<file path="config.mk">
export PLATFORM = sky130hd
export DESIGN_NAME = hourly_relay_scheduler_with_pulse
export DESIGN_NICKNAME = d
export VERILOG_FILES = /design/src/hdl/hrs_pkg.sv /design/src/hdl/hrs_cfg.sv /design/src/hdl/hrs_relay_lane.sv /design/src/hdl/hourly_relay_scheduler_with_pulse.sv
export SDC_FILE = /design/constraint.sdc
export NUM_CORES = 2
export LEC_CHECK = 0
export BUFFER_PORTS_ARGS = -buffer_cell sky130_fd_sc_hd__buf_2
export CAP_MARGIN = 30
export CORE_MARGIN = 10
export CORE_UTILIZATION = 64
export CTS_BUF_LIST = sky130_fd_sc_hd__clkbuf_4 sky130_fd_sc_hd__clkbuf_8 sky130_fd_sc_hd__clkbuf_16
export CTS_CLUSTER_DIAMETER = 150
export DETAILED_ROUTE_END_ITERATION = 8
export MAX_ROUTING_LAYER = met4
export PLACE_DENSITY = 0.94
export REMOVE_ABC_BUFFERS = 1
export SLEW_MARGIN = 30
export SYNTH_ARGS = -nofsm -noshare
export SYNTH_HDL_FRONTEND = slang
export SYNTH_SLANG_ARGS = --single-unit
export TNS_END_PERCENT = 30
</file>
<file path="constraint.sdc">
create_clock -name clk -period 8.18 [get_ports clk]
set_input_delay 1.227 -clock clk [delete_from_list [all_inputs] [get_ports clk]]
set_output_delay 1.227 -clock clk [all_outputs]
set_load 0.05 [all_outputs]
</file>
<file path="src/hdl/hrs_pkg.sv">
// Shared types and constants for the hourly relay scheduler.
// Used by every module in hdl/; depends on nothing else.
package hrs_pkg;

    // Relay count and configuration port geometry.
    localparam int NUM_RELAYS = 4;
    localparam int CFG_INDEX_W = 3;
    localparam int CFG_DATA_W = 57;

    // Register indexes on the configuration port.
    localparam logic [CFG_INDEX_W-1:0] REG_PROFILE_A = 3'd0;
    localparam logic [CFG_INDEX_W-1:0] REG_PROFILE_B = 3'd1;
    localparam logic [CFG_INDEX_W-1:0] REG_PROFILE_C = 3'd2;
    localparam logic [CFG_INDEX_W-1:0] REG_PROFILE_D = 3'd3;
    localparam logic [CFG_INDEX_W-1:0] REG_OVR_ENABLE = 3'd4;
    localparam logic [CFG_INDEX_W-1:0] REG_OVR_LEVEL = 3'd5;

    // Profile packing.
    localparam int HOUR_MASK_W = 24;
    localparam int PULSE_BIT = 24;
    localparam int ON_POS = 25;
    localparam int DEF_PULSE_SEC_BITS = 16;

    // System modes.
    localparam logic [1:0] SM_DAYTIME = 2'd0;
    localparam logic [1:0] SM_OUTAGE = 2'd2;

    // Timing constants in milliseconds.
    localparam logic [31:0] LOSS_ON_MS = 32'd60000;
    localparam logic [31:0] LOSS_OFF_MS = 32'd120000;
    localparam int MS_PER_SEC = 1000;
    localparam int MS_PER_SEC_W = 10;

    // Hour handling.
    localparam logic [4:0] FALLBACK_HOUR = 5'd12;
    localparam logic [4:0] LAST_HOUR = 5'd23;

    // The relay that keeps pulsing during power loss.
    localparam int LOSS_RELAY = 2;

    // Input word of the tick channel.
    typedef struct packed {
        logic [31:0] now_ms;
        logic [4:0]  hour_of_day;
        logic [1:0]  system_mode;
    } tick_word_t;

    // Output word of the result channel.
    typedef struct packed {
        logic [NUM_RELAYS-1:0] relay_levels;
        logic [NUM_RELAYS-1:0] changed_mask;
    } result_word_t;

    // Decoded relay profile with durations already in milliseconds.
    typedef struct packed {
        logic [HOUR_MASK_W-1:0] hour_mask;
        logic                   pulse_mode;
        logic [31:0]            on_ms;
        logic [31:0]            off_ms;
    } relay_prof_t;

    // Per-tick control handed from the top level to each relay lane.
    typedef struct packed {
        logic        advance;
        logic        loss_mode;
        logic        loss_entry;
        logic [4:0]  hour;
        logic [31:0] now_ms;
    } lane_ctl_t;

endpackage

</file>
<file path="src/hdl/hrs_cfg.sv">
// Configuration register file: relay profiles and manual overrides.
// Pulse durations are converted to milliseconds when written. Uses hrs_pkg.
module hrs_cfg #(
    parameter int PULSE_SEC_BITS = hrs_pkg::DEF_PULSE_SEC_BITS
) (
    input  logic                                    clk,
    input  logic                                    rst_n,
    input  logic                                    cfg_wr_en,
    input  logic [hrs_pkg::CFG_INDEX_W-1:0]         cfg_index,
    input  logic [hrs_pkg::CFG_DATA_W-1:0]          cfg_data,
    output hrs_pkg::relay_prof_t [hrs_pkg::NUM_RELAYS-1:0] profiles,
    output logic [hrs_pkg::NUM_RELAYS-1:0]          ovr_enable,
    output logic [hrs_pkg::NUM_RELAYS-1:0]          ovr_level
);

    // The profile is widened so that fields beyond the register read as zero.
    localparam int EXT_W = (hrs_pkg::ON_POS + 2 * PULSE_SEC_BITS > hrs_pkg::CFG_DATA_W) ?
                           hrs_pkg::ON_POS + 2 * PULSE_SEC_BITS : hrs_pkg::CFG_DATA_W;
    localparam int MS_W = PULSE_SEC_BITS + hrs_pkg::MS_PER_SEC_W;

    logic [EXT_W-1:0]          data_ext;
    logic [PULSE_SEC_BITS-1:0] on_sec;
    logic [PULSE_SEC_BITS-1:0] off_sec;
    logic [MS_W-1:0]           on_prod;
    logic [MS_W-1:0]           off_prod;
    hrs_pkg::relay_prof_t      prof_next;

    hrs_pkg::relay_prof_t [hrs_pkg::NUM_RELAYS-1:0] profiles_reg;
    logic [hrs_pkg::NUM_RELAYS-1:0] ovr_enable_reg;
    logic [hrs_pkg::NUM_RELAYS-1:0] ovr_level_reg;

    // Decode the written word into a profile.
    always_comb
    begin
        data_ext = EXT_W'(cfg_data);
        on_sec = data_ext[hrs_pkg::ON_POS +: PULSE_SEC_BITS];
        off_sec = data_ext[hrs_pkg::ON_POS + PULSE_SEC_BITS +: PULSE_SEC_BITS];
        on_prod = MS_W'(on_sec) * MS_W'(hrs_pkg::MS_PER_SEC);
        off_prod = MS_W'(off_sec) * MS_W'(hrs_pkg::MS_PER_SEC);
        prof_next.hour_mask = data_ext[hrs_pkg::HOUR_MASK_W-1:0];
        prof_next.pulse_mode = data_ext[hrs_pkg::PULSE_BIT];
        prof_next.on_ms = 32'(on_prod);
        prof_next.off_ms = 32'(off_prod);
    end

    // Register writes.
    always_ff @(posedge clk or negedge rst_n)
    begin
        if (!rst_n)
        begin
            profiles_reg <= '0;
            ovr_enable_reg <= '0;
            ovr_level_reg <= '0;
        end
        else if (cfg_wr_en)
        begin
            unique case (cfg_index)
                hrs_pkg::REG_PROFILE_A: profiles_reg[0] <= prof_next;
                hrs_pkg::REG_PROFILE_B: profiles_reg[1] <= prof_next;
                hrs_pkg::REG_PROFILE_C: profiles_reg[2] <= prof_next;
                hrs_pkg::REG_PROFILE_D: profiles_reg[3] <= prof_next;
                hrs_pkg::REG_OVR_ENABLE:
                    ovr_enable_reg <= cfg_data[hrs_pkg::NUM_RELAYS-1:0];
                hrs_pkg::REG_OVR_LEVEL:
                    ovr_level_reg <= cfg_data[hrs_pkg::NUM_RELAYS-1:0];
                default: ;
            endcase
        end
    end

    assign profiles = profiles_reg;
    assign ovr_enable = ovr_enable_reg;
    assign ovr_level = ovr_level_reg;

endmodule

</file>
<file path="src/hdl/hrs_relay_lane.sv">
// One relay lane: hour mask lookup, pulse phase timer and its state.
// Uses hrs_pkg types for the profile and the per-tick control.
module hrs_relay_lane #(
    parameter bit LOSS_PULSE = 1'b0
) (
    input  logic                 clk,
    input  logic                 rst_n,
    input  hrs_pkg::lane_ctl_t   ctl,
    input  hrs_pkg::relay_prof_t prof,
    output logic                 level
);

    logic        phase_reg;
    logic        phase_next;
    logic [31:0] start_reg;
    logic [31:0] start_next;
    logic        was_active_reg;

    logic        active;
    logic        run_pulse;
    logic        restart;
    logic        eff_phase;
    logic [31:0] eff_start;
    logic [31:0] elapsed;
    logic [31:0] dur;
    logic [31:0] on_ms;
    logic [31:0] off_ms;
    logic        toggle;

    // Phase evaluation: restart in the on phase, then check for expiry.
    always_comb
    begin
        active = prof.hour_mask[ctl.hour];
        if (ctl.loss_mode)
        begin
            run_pulse = LOSS_PULSE;
            restart = ctl.loss_entry;
            on_ms = hrs_pkg::LOSS_ON_MS;
            off_ms = hrs_pkg::LOSS_OFF_MS;
        end
        else
        begin
            run_pulse = active & prof.pulse_mode;
            restart = ~was_active_reg;
            on_ms = prof.on_ms;
            off_ms = prof.off_ms;
        end
        eff_phase = restart | phase_reg;
        eff_start = restart ? ctl.now_ms : start_reg;
        elapsed = ctl.now_ms - eff_start;
        dur = eff_phase ? on_ms : off_ms;
        toggle = (elapsed >= dur);
        phase_next = eff_phase ^ toggle;
        start_next = toggle ? ctl.now_ms : eff_start;
        if (ctl.loss_mode)
            level = LOSS_PULSE & phase_next;
        else
            level = active & (~prof.pulse_mode | phase_next);
    end

    // Lane state, updated once per tick.
    always_ff @(posedge clk or negedge rst_n)
    begin
        if (!rst_n)
        begin
            phase_reg <= 1'b0;
            start_reg <= '0;
            was_active_reg <= 1'b0;
        end
        else if (ctl.advance)
        begin
            if (run_pulse)
            begin
                phase_reg <= phase_next;
                start_reg <= start_next;
            end
            if (!ctl.loss_mode)
                was_active_reg <= active;
        end
    end

endmodule

</file>
<file path="src/hdl/hourly_relay_scheduler_with_pulse.sv">
// Top level of the hourly relay scheduler with pulse operation.
// Instantiates hrs_cfg and four hrs_relay_lane units; uses hrs_pkg.
//
// Usage:
//   Configuration: cfg_wr_en, cfg_index and cfg_data write one register per
//   cycle (profiles of relays 0 to 3 at indexes 0 to 3, override enable at 4,
//   override level at 5). Write only while no tick is in flight.
//   Tick channel: tick_valid/tick_stall carry now_ms, hour_of_day and
//   system_mode. A word is taken when tick_valid is high and tick_stall low.
//   Result channel: result_valid/result_stall carry relay_levels and
//   changed_mask, one result word per tick word, in order.
//   Datapath: a taken tick is held in the input register, evaluated from it,
//   and its result word is loaded into the result register when it is free.
//   Throughput: one tick per cycle while result_stall is low; all four relays
//   run in parallel, one subtract and compare each between the registers.
//   Stall: while result_stall holds a pending result, one more tick waits in
//   the input register, after which tick_stall rises.
//   Reset: all registers but the tick and result data clear to zero, pulse
//   phases and relay levels too, and the previous mode reads as day mode.
module hourly_relay_scheduler_with_pulse #(
    parameter int PULSE_SEC_BITS = hrs_pkg::DEF_PULSE_SEC_BITS
) (
    input  logic                             clk,
    input  logic                             rst_n,
    input  logic                             cfg_wr_en,
    input  logic [hrs_pkg::CFG_INDEX_W-1:0]  cfg_index,
    input  logic [hrs_pkg::CFG_DATA_W-1:0]   cfg_data,
    input  logic                             tick_valid,
    output logic                             tick_stall,
    input  hrs_pkg::tick_word_t              tick,
    output logic                             result_valid,
    input  logic                             result_stall,
    output hrs_pkg::result_word_t            result
);

    hrs_pkg::relay_prof_t [hrs_pkg::NUM_RELAYS-1:0] profiles;
    logic [hrs_pkg::NUM_RELAYS-1:0] ovr_enable;
    logic [hrs_pkg::NUM_RELAYS-1:0] ovr_level;

    hrs_pkg::tick_word_t   tick_reg;
    logic                  tick_valid_reg;
    hrs_pkg::result_word_t result_reg;
    logic                  result_valid_reg;
    logic [1:0]            prev_mode_reg;
    logic [hrs_pkg::NUM_RELAYS-1:0] levels_reg;

    logic                  advance;
    logic                  take_tick;
    logic                  loss_mode;
    hrs_pkg::lane_ctl_t    ctl;
    logic [hrs_pkg::NUM_RELAYS-1:0] lane_level;
    logic [hrs_pkg::NUM_RELAYS-1:0] levels_next;

    // Configuration registers.
    hrs_cfg #(
        .PULSE_SEC_BITS(PULSE_SEC_BITS)
    ) u_cfg (
        .clk       (clk),
        .rst_n     (rst_n),
        .cfg_wr_en (cfg_wr_en),
        .cfg_index (cfg_index),
        .cfg_data  (cfg_data),
        .profiles  (profiles),
        .ovr_enable(ovr_enable),
        .ovr_level (ovr_level)
    );

    // Handshake: the held tick moves on when the result register is free.
    assign advance = tick_valid_reg & (~result_valid_reg | ~result_stall);
    assign tick_stall = tick_valid_reg & ~advance;
    assign take_tick = tick_valid & ~tick_stall;

    // Per-tick control shared by the lanes; unsynchronized hours fall back.
    always_comb
    begin
        loss_mode = (tick_reg.system_mode == hrs_pkg::SM_OUTAGE);
        ctl.advance = advance;
        ctl.loss_mode = loss_mode;
        ctl.loss_entry = loss_mode & (prev_mode_reg != hrs_pkg::SM_OUTAGE);
        ctl.hour = (tick_reg.hour_of_day > hrs_pkg::LAST_HOUR) ?
                   hrs_pkg::FALLBACK_HOUR : tick_reg.hour_of_day;
        ctl.now_ms = tick_reg.now_ms;
    end

    // Relay lanes.
    for (genvar i = 0; i < hrs_pkg::NUM_RELAYS; i++)
    begin : g_lane
        hrs_relay_lane #(
            .LOSS_PULSE(i == hrs_pkg::LOSS_RELAY)
        ) u_lane (
            .clk  (clk),
            .rst_n(rst_n),
            .ctl  (ctl),
            .prof (profiles[i]),
            .level(lane_level[i])
        );
    end

    // Manual overrides apply outside power loss only.
    always_comb
    begin
        for (int i = 0; i < hrs_pkg::NUM_RELAYS; i++)
        begin
            if (!loss_mode && ovr_enable[i])
                levels_next[i] = ovr_level[i];
            else
                levels_next[i] = lane_level[i];
        end
    end

    // Input register.
    always_ff @(posedge clk or negedge rst_n)
    begin
        if (!rst_n)
            tick_valid_reg <= 1'b0;
        else if (take_tick)
            tick_valid_reg <= 1'b1;
        else if (advance)
            tick_valid_reg <= 1'b0;
    end

    always_ff @(posedge clk)
    begin
        if (take_tick)
            tick_reg <= tick;
    end

    // Result register and block-level state.
    always_ff @(posedge clk or negedge rst_n)
    begin
        if (!rst_n)
        begin
            result_valid_reg <= 1'b0;
            prev_mode_reg <= hrs_pkg::SM_DAYTIME;
            levels_reg <= '0;
        end
        else if (advance)
        begin
            result_valid_reg <= 1'b1;
            prev_mode_reg <= tick_reg.system_mode;
            levels_reg <= levels_next;
        end
        else if (!result_stall)
        begin
            result_valid_reg <= 1'b0;
        end
    end

    always_ff @(posedge clk)
    begin
        if (advance)
        begin
            result_reg.relay_levels <= levels_next;
            result_reg.changed_mask <= levels_next ^ levels_reg;
        end
    end

    assign result_valid = result_valid_reg;
    assign result = result_reg;

endmodule
</file>
Word-level counts from Yosys, hierarchy flattened
Index checks and enable logic that the tools add are counted.

word-level totals
  word-level logic and storage cells = 165
  output and inout port bits = 10
  input bits = 104
  bits in registers = 483

operators by class
  $add $sub $neg = 4
  mux-type cells = 49
  $mul = 2
  equal/unequal tests = 8
  bitwise logic cells = 39
  magnitude comparators = 6
  reduce and logical (&&, ||, !) cells = 18

operator list
  operator                 count
  $mux W26                 12
  $mux W32                 8
  $ge A32 B32 Y1           4
  $sub A32 B32 Y32         4
  $mul A16 B7 Y23 const B  2
  $mux W1                  24
  $reduce_and A2 Y1        11
  $bmux W1 S5              4
  $not A1 Y1               13
  $and A1 B1 Y1            12
  $or A1 B1 Y1             9
  $eq A3 B2 Y1 const B     2
  $eq A3 B3 Y1 const B     2
  $lt A5 B6 Y1 const B     1
  $gt A5 B5 Y1 const B     1
  $mux W5                  1
  $logic_and A1 B1 Y1      4
  $xor A1 B1 Y1            4
  $xor A4 B4 Y4            1
  $eq A3 B1 Y1 const B     1
  $logic_not A3 Y1         1
  $eq A2 B2 Y1 const B     1
  $ne A2 B1 Y1 const B     1
  $ne A2 B2 Y1 const B     1
  2 further kinds          2

Logic depth before layout (Yosys ltp)
  word-level depth = 12
  mapped depth = 37
  gate-level depth less buffers = 34

Modules after synthesis
Synthesis repeated with hierarchy kept, for this count alone.

unflattened totals
  cell total of the unflattened synthesis = 4319
  area, all modules = 39115.0 um^2

modules (own cells, without submodules)
  module                             area an instance (um^2)  sequential area each (um^2)  cells an instance  times used
  hrs_cfg                            16908.7                  7307.0                       1791               1
  hrs_relay_lane (g_lane[3].u_lane)  5277.6                   850.8                        613                1
  hrs_relay_lane (g_lane[2].u_lane)  5108.6                   850.8                        600                1
  hrs_relay_lane (g_lane[1].u_lane)  4895.9                   850.8                        600                1
  hrs_relay_lane (g_lane[0].u_lane)  4887.2                   850.8                        591                1
  hourly_relay_scheduler_with_pulse  2037.0                   1611.5                       124                1

Worst setup path after synthesis
Ideal clock, no wire load.

  path type = register -> register
  start = reg tick_reg[0] (netlist name)
  end = reg g_lane[2].u_lane.start_reg[10]
  setup time = 125 ps
  path buffers = 3
  data required time = 8055 ps
  data arrival time = 6442 ps
  slack = 1613 ps
  stages on the path, launching flop included = 30
  cells stage by stage = edfxtp_1 and4bb_4 a21o_2 clkbuf_1 clkbuf_1 nor2_1 a21oi_1 inv_1 fa_1 o21ai_0 a211oi_1 o221ai_1 a21oi_1 o31ai_1 nand3_1 o31ai_1 a21oi_1 xnor2_1 ha_1 a21o_1 a21oi_1 o21ai_0 a2111oi_0 o21ai_0 nor3_1 nor3b_1 and2_2 a21oi_2 buf_6 mux2_4

between the ends
  word-level cells in the longest chain between the ends = 7
  elaborated cells between the ends (all ways) = 13
  classes of those cells = add/sub (1); order compare (1); eq/ne (1); mux (7); bitwise (2); reduce/logical (1)

RTL lines
  item                                                 line                                        RTL
  from (decl)                                          hourly_relay_scheduler_with_pulse.sv:40     hrs_pkg::tick_word_t tick_reg;
  from (signal assigned)                               hourly_relay_scheduler_with_pulse.sv:125    tick_reg <= tick;
  $eq A2 B2 Y1 (*)                                     hourly_relay_scheduler_with_pulse.sv:76     loss_mode = (tick_reg.system_mode == hrs_pkg::SM_OUTAGE);
  $and A1 B1 Y1                                        hourly_relay_scheduler_with_pulse.sv:79     ctl.loss_entry = loss_mode & (prev_mode_reg != hrs_pkg::SM_OUTAGE);
  $mux W1                                              hrs_relay_lane.sv:34                        if (ctl.loss_mode)
  $mux W32 / $or A1 B1 Y1 (equally long branches)      hrs_relay_lane.sv:49, hrs_relay_lane.sv:48
  $sub A32 B32 Y32 / $mux W26 (equally long branches)  hrs_relay_lane.sv:50, hrs_relay_lane.sv:51
  $ge A32 B32 Y1                                       hrs_relay_lane.sv:52                        toggle = (elapsed >= dur);
  $mux W32                                             hrs_relay_lane.sv:54                        start_next = toggle ? ctl.now_ms : eff_start;
  to (signal assigned)                                 hrs_relay_lane.sv:75                        start_reg <= start_next;
  to (decl)                                            hrs_relay_lane.sv:15                        logic [31:0] start_reg;

Every way passes the cells marked *; elsewhere a longest branch is shown, timed or not.
A chain may end at the register's enable or synchronous reset.

Worst setup path in the final report
  start = reg tick_reg[1] (netlist name)
  end = reg g_lane[1].u_lane.phase_reg

between the ends
  word-level cells in the longest chain between the ends = 7
  elaborated cells between the ends (all ways) = 13
  classes of those cells = add/sub (1); order compare (1); eq/ne (1); mux (6); bitwise (3); reduce/logical (1)

RTL lines
  item                                                 line                                        RTL
  $eq A2 B2 Y1 (*)                                     hourly_relay_scheduler_with_pulse.sv:76
  $and A1 B1 Y1                                        hourly_relay_scheduler_with_pulse.sv:79
  $mux W1                                              hrs_relay_lane.sv:34
  $mux W32 / $or A1 B1 Y1 (equally long branches)      hrs_relay_lane.sv:49, hrs_relay_lane.sv:48
  $sub A32 B32 Y32 / $mux W26 (equally long branches)  hrs_relay_lane.sv:50, hrs_relay_lane.sv:51
  $ge A32 B32 Y1                                       hrs_relay_lane.sv:52
  $xor A1 B1 Y1                                        hrs_relay_lane.sv:53                        phase_next = eff_phase ^ toggle;
  to (signal assigned)                                 hrs_relay_lane.sv:74                        phase_reg <= phase_next;
  to (decl)                                            hrs_relay_lane.sv:13                        logic phase_reg;

Marked as above.

==> impl_results.html <==
<table>
<tr><th>Metric</th><th>Value</th></tr>
<tr><th colspan="2">Final layout</th></tr>
<tr><td>Final instance area</td><td>0.0381 mm2</td></tr>
<tr><td>Filler Cell Count</td><td>between 3000 and 4000</td></tr>
<tr><td>Flip-flop count of the largest register, all copies and words added</td><td>284</td></tr>
<tr><td>Area of the multi-input gates</td><td>0.0214 mm2</td></tr>
<tr><td>Finished Core Util</td><td>0.706</td></tr>
<tr><td>Nets</td><td>4194</td></tr>
<tr><td>Area occupied by registers</td><td>0.0123 mm2</td></tr>
<tr><td>Layout cell share with drive strength beyond 1</td><td>0.148</td></tr>
<tr><td>Layout overhead on the synthesized area</td><td>8.94%</td></tr>
<tr><th colspan="2">STA</th></tr>
<tr><td>Number of max-slew violations in the final report</td><td>0</td></tr>
<tr><td>Final Hold Viols</td><td>0</td></tr>
<tr><td>Setup skew after layout</td><td>0.0676 ns</td></tr>
<tr><td>Worst slew margin</td><td>0.329</td></tr>
<tr><td>Min Clock Period, post-route</td><td>7.74 ns</td></tr>
<tr><td>Unrepaired setup endpoints after global routing</td><td>false</td></tr>
<tr><td>Worst-case setup margin in the final layout</td><td>0.442 ns</td></tr>
<tr><td>Slew at the pin closest to its max-slew limit</td><td>1.01 ns</td></tr>
<tr><td>Final setup violation count</td><td>0</td></tr>
<tr><td>Final clock period utilization by the worst path</td><td>0.946</td></tr>
<tr><td>Timing-limited maximum frequency</td><td>129 MHz</td></tr>
<tr><th colspan="2">Logic synthesis</th></tr>
<tr><td>Number of enable flip-flop cells after synthesis</td><td>47</td></tr>
<tr><td>Syn Std Cell Area</td><td>0.0350 mm2</td></tr>
<tr><td>Sequential share of the synthesized area</td><td>0.352</td></tr>
<tr><td>Post-synth cell types</td><td>93</td></tr>
<tr><td>Count of yosys warnings during synthesis</td><td>0</td></tr>
<tr><td>Flip-flop and latch count after synthesis</td><td>483</td></tr>
<tr><td>Asr flop ratio synth</td><td>0.903</td></tr>
<tr><td>Main flop type after synthesis</td><td>dfrtp_1</td></tr>
<tr><td>Instance count of the mapped netlist</td><td>approximately 3600</td></tr>
<tr><td>Mean Syn Cell Area</td><td>9.65 um2</td></tr>
<tr><th colspan="2">Drt</th></tr>
<tr><td>Number of DRC markers in iteration 0</td><td>3610</td></tr>
<tr><td>ANT nets after route</td><td>0</td></tr>
<tr><td>Total Routed Length</td><td>between 100000 and 150000 um</td></tr>
<tr><td>Iteration count of the initial detailed-routing pass</td><td>6</td></tr>
<tr><td>DR WL/cell</td><td>22.8 um</td></tr>
<tr><td>Number of remaining DRC errors</td><td>0</td></tr>
<tr><td>Detailed-route vias per instance</td><td>6.63</td></tr>
<tr><td>Vias after detailed routing</td><td>29300</td></tr>
<tr><th colspan="2">Power</th></tr>
<tr><td>Leakage power of the design</td><td>around 18 nW</td></tr>
<tr><td>P per Cell Area</td><td>379 mW/mm2</td></tr>
<tr><td>Worst vdd rail ir drop</td><td>0.289 mV</td></tr>
<tr><th colspan="2">Worst setup path</th></tr>
<tr><td>Largest driver fanout on the critical path</td><td>27</td></tr>
<tr><td>Flop-to-flop setup slack</td><td>0.44 ns</td></tr>
<tr><td>Worst Setup Path Type</td><td>flip-flop to flip-flop</td></tr>
<tr><td>Worst-case reg-to-reg path depth</td><td>29</td></tr>
<tr><td>Worst setup SP type</td><td>flip-flop</td></tr>
<tr><td>CP Capture Point</td><td>g_lane[1].u_lane.phase_reg</td></tr>
<tr><td>WP data required</td><td>8.65 ns</td></tr>
<tr><td>Crit path max-delay cell type</td><td>o21ai_4</td></tr>
<tr><td>Endpoint of the lowest-slack register-to-register path</td><td>g_lane[1].u_lane.phase_reg</td></tr>
<tr><td>CP startpoint</td><td>tick_reg[1]</td></tr>
<tr><td>Data arrival, critical path</td><td>8.21 ns</td></tr>
<tr><td>Slowest cell delay on critical path</td><td>about 0.8 ns</td></tr>
<tr><td>Reg-to-reg startpoint</td><td>tick_reg[1]</td></tr>
<tr><td>Capturing element type of the critical path</td><td>flip-flop</td></tr>
<tr><td>Crit-path most repeated cell</td><td>o21ai_0</td></tr>
<tr><th colspan="2">Placed design</th></tr>
<tr><td>Placed cell areas</td><td>0.0362 mm2</td></tr>
<tr><td>Post-placement setup slack</td><td>0.755 ns</td></tr>
<tr><td>Number of port buffers</td><td>113</td></tr>
<tr><td>Post-DP HPWL</td><td>70000 um</td></tr>
<tr><td>GPL Wtd Cong</td><td>approximately 0.99</td></tr>
<tr><th colspan="2">Floorplan</th></tr>
<tr><td>Number of cell rows</td><td>85</td></tr>
<tr><td>Total core area</td><td>between 0.05 and 0.06 mm2</td></tr>
<tr><td>Die X-Extent</td><td>254 um</td></tr>
<tr><td>Total die area</td><td>0.0644 mm2</td></tr>
<tr><td>Starting Density</td><td>0.648</td></tr>
<tr><td>Die Span Y</td><td>254 um</td></tr>
<tr><td>I/O pin total</td><td>114</td></tr>
<tr><th colspan="2">Global route</th></tr>
<tr><td>Global-route wire length before repair</td><td>159000 um</td></tr>
<tr><td>Vias in the first global route</td><td>29500</td></tr>
<tr><td>Antenna violations before repair</td><td>8</td></tr>
<tr><td>Maximum number of pins on one net before global-route repair</td><td>152</td></tr>
<tr><td>GRT overflow</td><td>0</td></tr>
<tr><td>Total Routing Usage GR</td><td>0.319</td></tr>
<tr><th colspan="2">Min path</th></tr>
<tr><td>Worst hold path class</td><td>flip-flop to flip-flop</td></tr>
<tr><th colspan="2">Clocking</th></tr>
<tr><td>Maximum clock path buffer count</td><td>3</td></tr>
<tr><td>Post CTS Setup Buffer Count</td><td>0</td></tr>
<tr><td>Clock sinks</td><td>483</td></tr>
<tr><td>Library cell used as clock root buffer</td><td>clkbuf_16</td></tr>
<tr><td>Clock edge transition at the registers on the reported setup and hold paths</td><td>around 0.060 ns</td></tr>
<tr><td>Htree depth</td><td>2</td></tr>
<tr><td># hold bufs at CTS</td><td>0</td></tr>
<tr><td>Number of buffers created by CTS</td><td>52</td></tr>
<tr><td>Number of gates given a new drive strength after cts</td><td>0</td></tr>
<tr><td>Clock latency reported for the late side of the worst-skew pair</td><td>0.66 ns</td></tr>
<tr><td>CTS tree</td><td>done</td></tr>
<tr><th colspan="2">Status</th></tr>
<tr><td>Result of the run</td><td>complete, no violations</td></tr>
<tr><th colspan="2">Flow run</th></tr>
<tr><td>Max-Cap Viols</td><td>0</td></tr>
</table>
==> synthesized netlist by cell type, drive strengths merged (21+ instances only) <==
library cell	instances	area, um2
buf	28	149
nand2	619	2320
a31oi	24	156
nand2b	35	219
mux2	264	3080
nor2b	29	181
nor2	107	402
o21bai	21	158
edfxtp	47	1410
o21ai	312	1560
and3	31	194
nor3	24	125
nand4	41	257
xnor2	94	823
o211ai	22	170
clkbuf	121	455
mux2i	104	1040
inv	207	777
fa	112	2240
ha	302	3780
nand3	32	160
a21oi	207	1050
dfrtp	436	10900
a21o	109	820
xor2	69	604
==> per-stage QoR <==
step / power (mW) / hold slack [ns] / TNS [ns] / std cells
6_report: 14.4 / 0.481 / 0 / 4422
3_5_place_dp: 11.5 / 0.465 / 0 / 4318
4_1_cts: 14.2 / 0.484 / 0 / 4413
5_1_grt: 15.3 / 0.502 / 0 / 4421
3_3_place_gp: 11.1 / 0.456 / 0 / 4318
2_1_floorplan: 9.22 / 0.445 / -132.91 / 3475
==> cell families (layout without fill, tap and decap cells) <==
group / after synthesis / after routing / share of synthesized area
compound gates: 856 / 856 / 0.151
xor+xnor: 163 / 163 / 0.0408
fa+ha+maj: 420 / 420 / 0.174
buf+inv: 357 / 450 / 0.0396
flops: 483 / 483 / 0.352
mux: 372 / 372 / 0.120
other cells: 0 / 9 / 0
simple gates: 973 / 973 / 0.122
==> layout by cell type, fill, tap and decap left out, types with 10 or more instances in the layout <==
cell       count
a211oi_1      15
a21o_1       107
a21oi_1      202
a221o_1       10
a31oi_1       23
and3_1        31
buf_2        112
buf_4         29
clkbuf_16     54
clkbuf_4      18
dfrtp_1      436
edfxtp_1      47
fa_1         112
ha_1         302
inv_1        207
mux2_2       236
mux2_4        28
mux2i_1      104
nand2_1      616
nand2b_1      33
nand3_1       30
nand4_1       41
nor2_1       107
nor2b_1       29
nor3_1        23
o211ai_1      21
o21a_1        19
o21ai_0      306
o21bai_1      21
o22ai_1       19
o31ai_1       12
xnor2_1       94
xor2_1        69
==> worst min-delay path by stage <==
stage,to,depth (start not counted),start
after global routing,u_cfg.profiles[57],2,u_cfg.profiles[57]
after CTS,u_cfg.profiles[143],2,u_cfg.profiles[143]
after detailed placement,u_cfg.profiles[16],2,u_cfg.profiles[16]
after global placement,u_cfg.profiles[16],2,u_cfg.profiles[16]
after floorplan,u_cfg.profiles[101],2,u_cfg.profiles[101]
final,u_cfg.profiles[321],2,u_cfg.profiles[321]
==> critical path, delay by kind of cell, from the launching register on <==
family,cells,cell delay [ns]
compound gates,19,4.42
xor+xnor,1,0.15
fa+ha+maj,3,1.03
buf+inv,2,0.52
flops,1,0.49
simple gates,4,0.99
==> per-layer routing <==
metal,routed length [um],share of wire,vias up,GRT usage
li1,-,-,12800,-
met2,46600,0.46,1806,0.501
met1,38600,0.38,14200,0.387
met4,5260,0.052,0,0.147
met3,10400,0.10,493,0.0739
met5,0,0,-,-
==> layout make-up <==
class / instances / share of cell area
Clock buffer: 79 / 0.0416
Antenna cell: 9 / 0.000591
Multi-Input combinational cell: 2784 / 0.562
Timing Repair Buffer: 147 / 0.0228
Sequential cell: 483 / 0.324
Clock inverter: 16 / 0.00670
Tap cell: 696 / 0.0229
Inverter: 208 / 0.0205
==> where the power goes <==
| group | switching (mW) | internal, mW |
|---|---|---|
| combinational | 4.85 | 3.19 |
| clock | 1.05 | 1.45 |
| sequential | 0.619 | 3.29 |
| total | 6.52 | 7.93 |
Power figures use the tool's default switching activity.
